### config.mk
export PLATFORM = sky130hd
export DESIGN_NAME = r2fft_bfly
export DESIGN_NICKNAME = d
export VERILOG_FILES = /design/src/sv/r2fft_pkg.sv /design/src/sv/r2fft_bfly.sv
export SDC_FILE = /design/constraint.sdc
export NUM_CORES = 2
export LEC_CHECK = 0
export BUFFER_PORTS_ARGS = -buffer_cell sky130_fd_sc_hd__buf_2
export CELL_PAD_IN_SITES_DETAIL_PLACEMENT = 1
export CELL_PAD_IN_SITES_GLOBAL_PLACEMENT = 1
export CORE_UTILIZATION = 30
export DETAILED_ROUTE_END_ITERATION = 7
export PLACE_DENSITY_LB_ADDON = 0.1
export REMOVE_ABC_BUFFERS = 1
export SETUP_SLACK_MARGIN = 0.15
export SYNTH_ARGS = -nofsm -noshare
export SYNTH_HDL_FRONTEND = slang
export SYNTH_SLANG_ARGS = --single-unit
### constraint.sdc
create_clock -name clk_i -period 8 [get_ports clk_i]
set_input_delay 0.4 -clock clk_i [delete_from_list [all_inputs] [get_ports clk_i]]
set_output_delay 0.4 -clock clk_i [all_outputs]
set_load 0.03 [all_outputs]
### src/sv/r2fft_pkg.sv
package r2fft_pkg;

  localparam int unsigned DATA_W = 32;
  localparam logic [3:0]  LOG2_POINTS_RESET = 4'd10;

  localparam logic REQ_LOAD = 1'b0;
  localparam logic REQ_READ = 1'b1;

  // product terms of the complex multiply v = x * w
  localparam logic [1:0] TERM_RR = 2'd0;  // xr * wr
  localparam logic [1:0] TERM_II = 2'd1;  // xi * wi
  localparam logic [1:0] TERM_RI = 2'd2;  // xr * wi
  localparam logic [1:0] TERM_IR = 2'd3;  // xi * wr

  typedef struct packed {
    logic       mul;
    logic [1:0] term;
  } bf_ctl_t;

endpackage

### src/sv/r2fft_bfly.sv
module r2fft_bfly #(
  parameter int unsigned TWIDDLE_BITS = 16
) (
  input  logic                           clk_i,
  input  logic                           rst_ni,
  input  r2fft_pkg::bf_ctl_t             ctl_i,
  input  logic signed [31:0]             u_re_i,
  input  logic signed [31:0]             u_im_i,
  input  logic signed [31:0]             x_re_i,
  input  logic signed [31:0]             x_im_i,
  input  logic signed [TWIDDLE_BITS-1:0] w_re_i,
  input  logic signed [TWIDDLE_BITS-1:0] w_im_i,
  output logic [31:0]                    sum_re_o,
  output logic [31:0]                    sum_im_o,
  output logic [31:0]                    dif_re_o,
  output logic [31:0]                    dif_im_o
);
  import r2fft_pkg::*;

  localparam int unsigned PW  = DATA_W + TWIDDLE_BITS;
  localparam int unsigned AW2 = PW + 1;
  localparam int unsigned SH  = TWIDDLE_BITS - 1;
  localparam int unsigned VW  = AW2 - SH;
  localparam int unsigned SW  = VW + 1;
  localparam logic signed [AW2-1:0] RND = AW2'(1) << (SH - 1);

  function automatic logic [31:0] sat32(input logic signed [SW-1:0] v);
    logic [31:0] r;
    if (v > SW'(32'sh7fffffff))       r = 32'h7fffffff;
    else if (v < -SW'(32'sh7fffffff) - SW'(1)) r = 32'h80000000;
    else                              r = v[31:0];
    return r;
  endfunction

  logic signed [31:0]           ma;
  logic signed [TWIDDLE_BITS-1:0] mb;
  logic signed [PW-1:0]         prod_q;
  logic [1:0]                   term_q;
  logic                         pv_q;
  logic signed [AW2-1:0]        vr_q, vi_q;
  logic signed [AW2-1:0]        pe;
  logic signed [AW2-1:0]        vr_t, vi_t;
  logic signed [SW-1:0]         vr, vi, ur, ui;

  always_comb begin
    case (ctl_i.term)
      TERM_RR: begin ma = x_re_i; mb = w_re_i; end
      TERM_II: begin ma = x_im_i; mb = w_im_i; end
      TERM_RI: begin ma = x_re_i; mb = w_im_i; end
      TERM_IR: begin ma = x_im_i; mb = w_re_i; end
      default: begin ma = x_re_i; mb = w_re_i; end
    endcase
  end

  assign pe = {prod_q[PW-1], prod_q};

  always_ff @(posedge clk_i or negedge rst_ni) begin
    if (!rst_ni) begin
      pv_q   <= 1'b0;
      term_q <= TERM_RR;
    end else begin
      pv_q   <= ctl_i.mul;
      term_q <= ctl_i.term;
    end
  end

  // one product per cycle, accumulated the cycle after
  always_ff @(posedge clk_i) begin
    prod_q <= ma * mb;
    if (pv_q) begin
      case (term_q)
        TERM_RR: vr_q <= pe;
        TERM_II: vr_q <= vr_q - pe;
        TERM_RI: vi_q <= pe;
        TERM_IR: vi_q <= vi_q + pe;
        default: vr_q <= vr_q;
      endcase
    end
  end

  // floor shift after adding half: round half up
  assign vr_t = vr_q + RND;
  assign vi_t = vi_q + RND;
  assign vr   = {vr_t[AW2-1], vr_t[AW2-1:SH]};
  assign vi   = {vi_t[AW2-1], vi_t[AW2-1:SH]};
  assign ur   = {{(SW-32){u_re_i[31]}}, u_re_i};
  assign ui   = {{(SW-32){u_im_i[31]}}, u_im_i};

  assign sum_re_o = sat32(ur + vr);
  assign sum_im_o = sat32(ui + vi);
  assign dif_re_o = sat32(ur - vr);
  assign dif_im_o = sat32(ui - vi);

endmodule

==> results.md <==
* Share of cells above drive strength 1 at 13.2%
* Post-synth cell types at 79
* Num ports at 293
* Final GP Congestion at 0.866
* CP Class: primary input to flip-flop
* H-tree depth at 4
* Ys async rst share at 2.01%
* Worst Hold Class: primary input to flip-flop
* Cells after Synth at 4,563
* Crit-path most repeated cell: buf_4
* Skew final at 0.0194 ns
* Endpoints failing setup at 0
* Syn avg cell area at 8.11 sq um
* Starting Density at 30.3%
* Clock sinks at 149
* Core Footprint at 0.122 sq mm
* Number of synthesized flops with an enable pin at 98
* Largest net degree at the start of global routing at 99
* Pre-antenna DRT Iters at 7
* RR Startpoint: prod_q[9]
* Fin. max-slew vios at 0
* PortBufs at 292
* Detailed-route via count at 32,400
* Critical-path top delay cell: fa_1
* Worst Hold Launch: ctl_i[2]
* Yosys Warn Count at 0
* Main synth FF type: edfxtp_1
* Slew headroom at 25.6%
* Register area share after synthesis at 10.7%
* Net count, final at 5,951
* 1st-iter DRT viols at 1,440
* Period minus WS final at 7.61 ns
* Cts bufs inserted at 17
* Placed inst area at 0.0417 sq mm
* Gr usage total at 21.4%
* Ant diodes at 0
* Chip height at 353 microns
* Post-layout util at 34.7%
* Worst EP required at 8.34 ns
* Post-CTS setup repair buffer count at 0
* Post-synthesis register bit count at 149
* Worst slew pin tran at 1.12 ns
* First-pass GRT wire length at 208,000 microns
* Max Clock Freq at 131 MHz
* CP max stage delay at 0.55 ns
* Crit path launch: ctl_i[1]
* WP data arrival at 7.95 ns
* Max clock buf depth at 2
* Fin crit share at 95.2%
* RSZ-0062 raised after global routing: yes
* # rows at 128
* Max Cap Viol at 0
* Fin. Hold Viols at 0
* Remaining Overflow, GRT at 0
* Vias in the first global route at 34,600
* Clock transition at the registers of the reported paths at 0.08 ns
* Critical path startpoint category: primary input
* Setup TNS at 0 ns
* Vias per cell at 4.92
* Antenna viol nets, final at 0
* Drt drc at 0
* DR WL/cell at 20.4 microns
* WL final at 135,000 microns
* Crit Path Max Fanout at 7
* HPWL after DPL at 117,000 microns
* Endpoint type of the worst setup path: flip-flop
* Area Overhead vs Synth at 14.3%
* Clock latency on the worst-skew pair at 0.47 ns
* Mapped cell area at 0.0370 sq mm
* CTS tree: yes
* Fillers at 14,800
* Root cell of the clock tree: clkbuf_16
* Die ar. at 0.125 sq mm
* Status: complete, no violations
* Design Area, Final at 0.0423 sq mm
* Chip width at 353 microns
* Initial antenna violation count at 1
## state kept, by name, summed over array words and instances, names as in the netlist
signal and flops:
vi_q 49, term_q 2, prod_q 48, pv_q 1, vr_q 49
## cell usage after synthesis, types with 26 or more instances
cell	n	area, sq um
dfxtp_1	48	961
nand3_1	69	345
inv_1	770	2890
mux2_2	49	552
o21ai_1	39	195
edfxtp_1	98	2940
a21o_1	93	698
o21ai_0	277	1390
xor2_1	96	841
nand2b_1	35	219
nand4_1	32	200
fa_1	492	9850
nor2_1	411	1540
ha_1	352	4400
o21bai_1	54	405
o31ai_1	26	195
nand2_1	501	1880
nor3_1	57	285
mux2i_1	50	500
o21a_1	31	233
nor2b_1	26	163
a21oi_1	265	1330
and3_1	33	206
xnor2_1	221	1940
a211oi_1	28	210
clkbuf_1	134	503
## logic make-up after synthesis
kind of cell	after synthesis	synth area share, %
adder cells (fa/ha/maj)	844	38.5
AND/OR/NAND/NOR	1250	14.7
AO/OA/AOI/OAI	966	16.1
buffers and inverters	938	9.59
XOR/XNOR	317	7.50
multiplexers	99	2.84
flip-flops	149	10.7
## worst max-delay path: cells and delay by family
family	cells	cell delay (ns)
simple gates	4	0.45
fa+ha+maj	8	3.64
xor+xnor	1	0.15
mux	1	0.19
buf+inv	11	1.23
compound gates	8	1.88
## cell usage in the layout, fill, tap and decap left out, types with 33 or more instances in the layout
cell type | synthesis | layout
xnor2_1 | 221 | 221
nand2_1 | 501 | 500
ha_1 | 352 | 351
a21oi_1 | 265 | 263
and3_1 | 33 | 33
edfxtp_1 | 98 | 98
o21ai_0 | 277 | 273
buf_4 | 0 | 225
o21bai_1 | 54 | 54
o21ai_1 | 39 | 42
nand2b_1 | 35 | 34
mux2_2 | 49 | 49
xor2_1 | 96 | 96
nor2_1 | 411 | 411
mux2i_1 | 50 | 38
dfxtp_1 | 48 | 48
nor3_1 | 57 | 57
buf_2 | 20 | 291
fa_1 | 492 | 492
inv_1 | 770 | 770
nand3_1 | 69 | 69
a21o_1 | 93 | 93
## final timing paths
kind,slack [ns],cells after the start,end
setup reg to reg,3.29,13,vi_q[48]
max in group asynchronous,7.52,2,pv_q
hold / removal,0.14,1,pv_q
hold reg to reg,0.63,2,vr_q[8]
min in group asynchronous,0.30,2,term_q[0]
setup / recovery,0.39,33,prod_q[46]
## per-stage QoR
step,std cells,hold slack (ns),setup slack [ns]
2_1_floorplan,4401,0.104,-0.870
3_3_place_gp,6547,0.243,-0.383
3_5_place_dp,6547,0.248,-0.468
4_1_cts,6580,0.0997,0.242
5_1_grt,6580,0.129,0.118
6_report,6580,0.139,0.386
## area by class of cell
cell class,instances,area (sq um),area share [%]
Timing Repair Buffer,522,3240,7.65
Tap cell,1625,2030,4.80
Sequential cell,149,3980,9.40
Inverter,776,2910,6.88
Clock buffer,19,454,1.07
Clock inverter,13,109,0.257
Multi-Input combinational cell,3476,29600,69.9
## layer usage
metal / vias up / GRT usage (%) / share of wire, % / routed length, microns
li1: 15700 / - / - / -
met1: 16100 / 30.6 / 50 / 66800
met2: 562 / 35.7 / 46 / 61700
met3: 81 / 1.36 / 3.1 / 4110
met4: 0 / 3.79 / 1.5 / 2020
met5: - / 0 / 0 / 0
## what timing repair did
action	CTS	global route
setup endpoints to repair	3	14
pin swaps	0	1
resized for setup	3	10
cloned	0	0
endpoints found under the hold margin	3	0
hold buffers	1	0
Power is not shown: default switching activity piles up to over one toggle a cycle in this logic, so the estimate is an artifact.
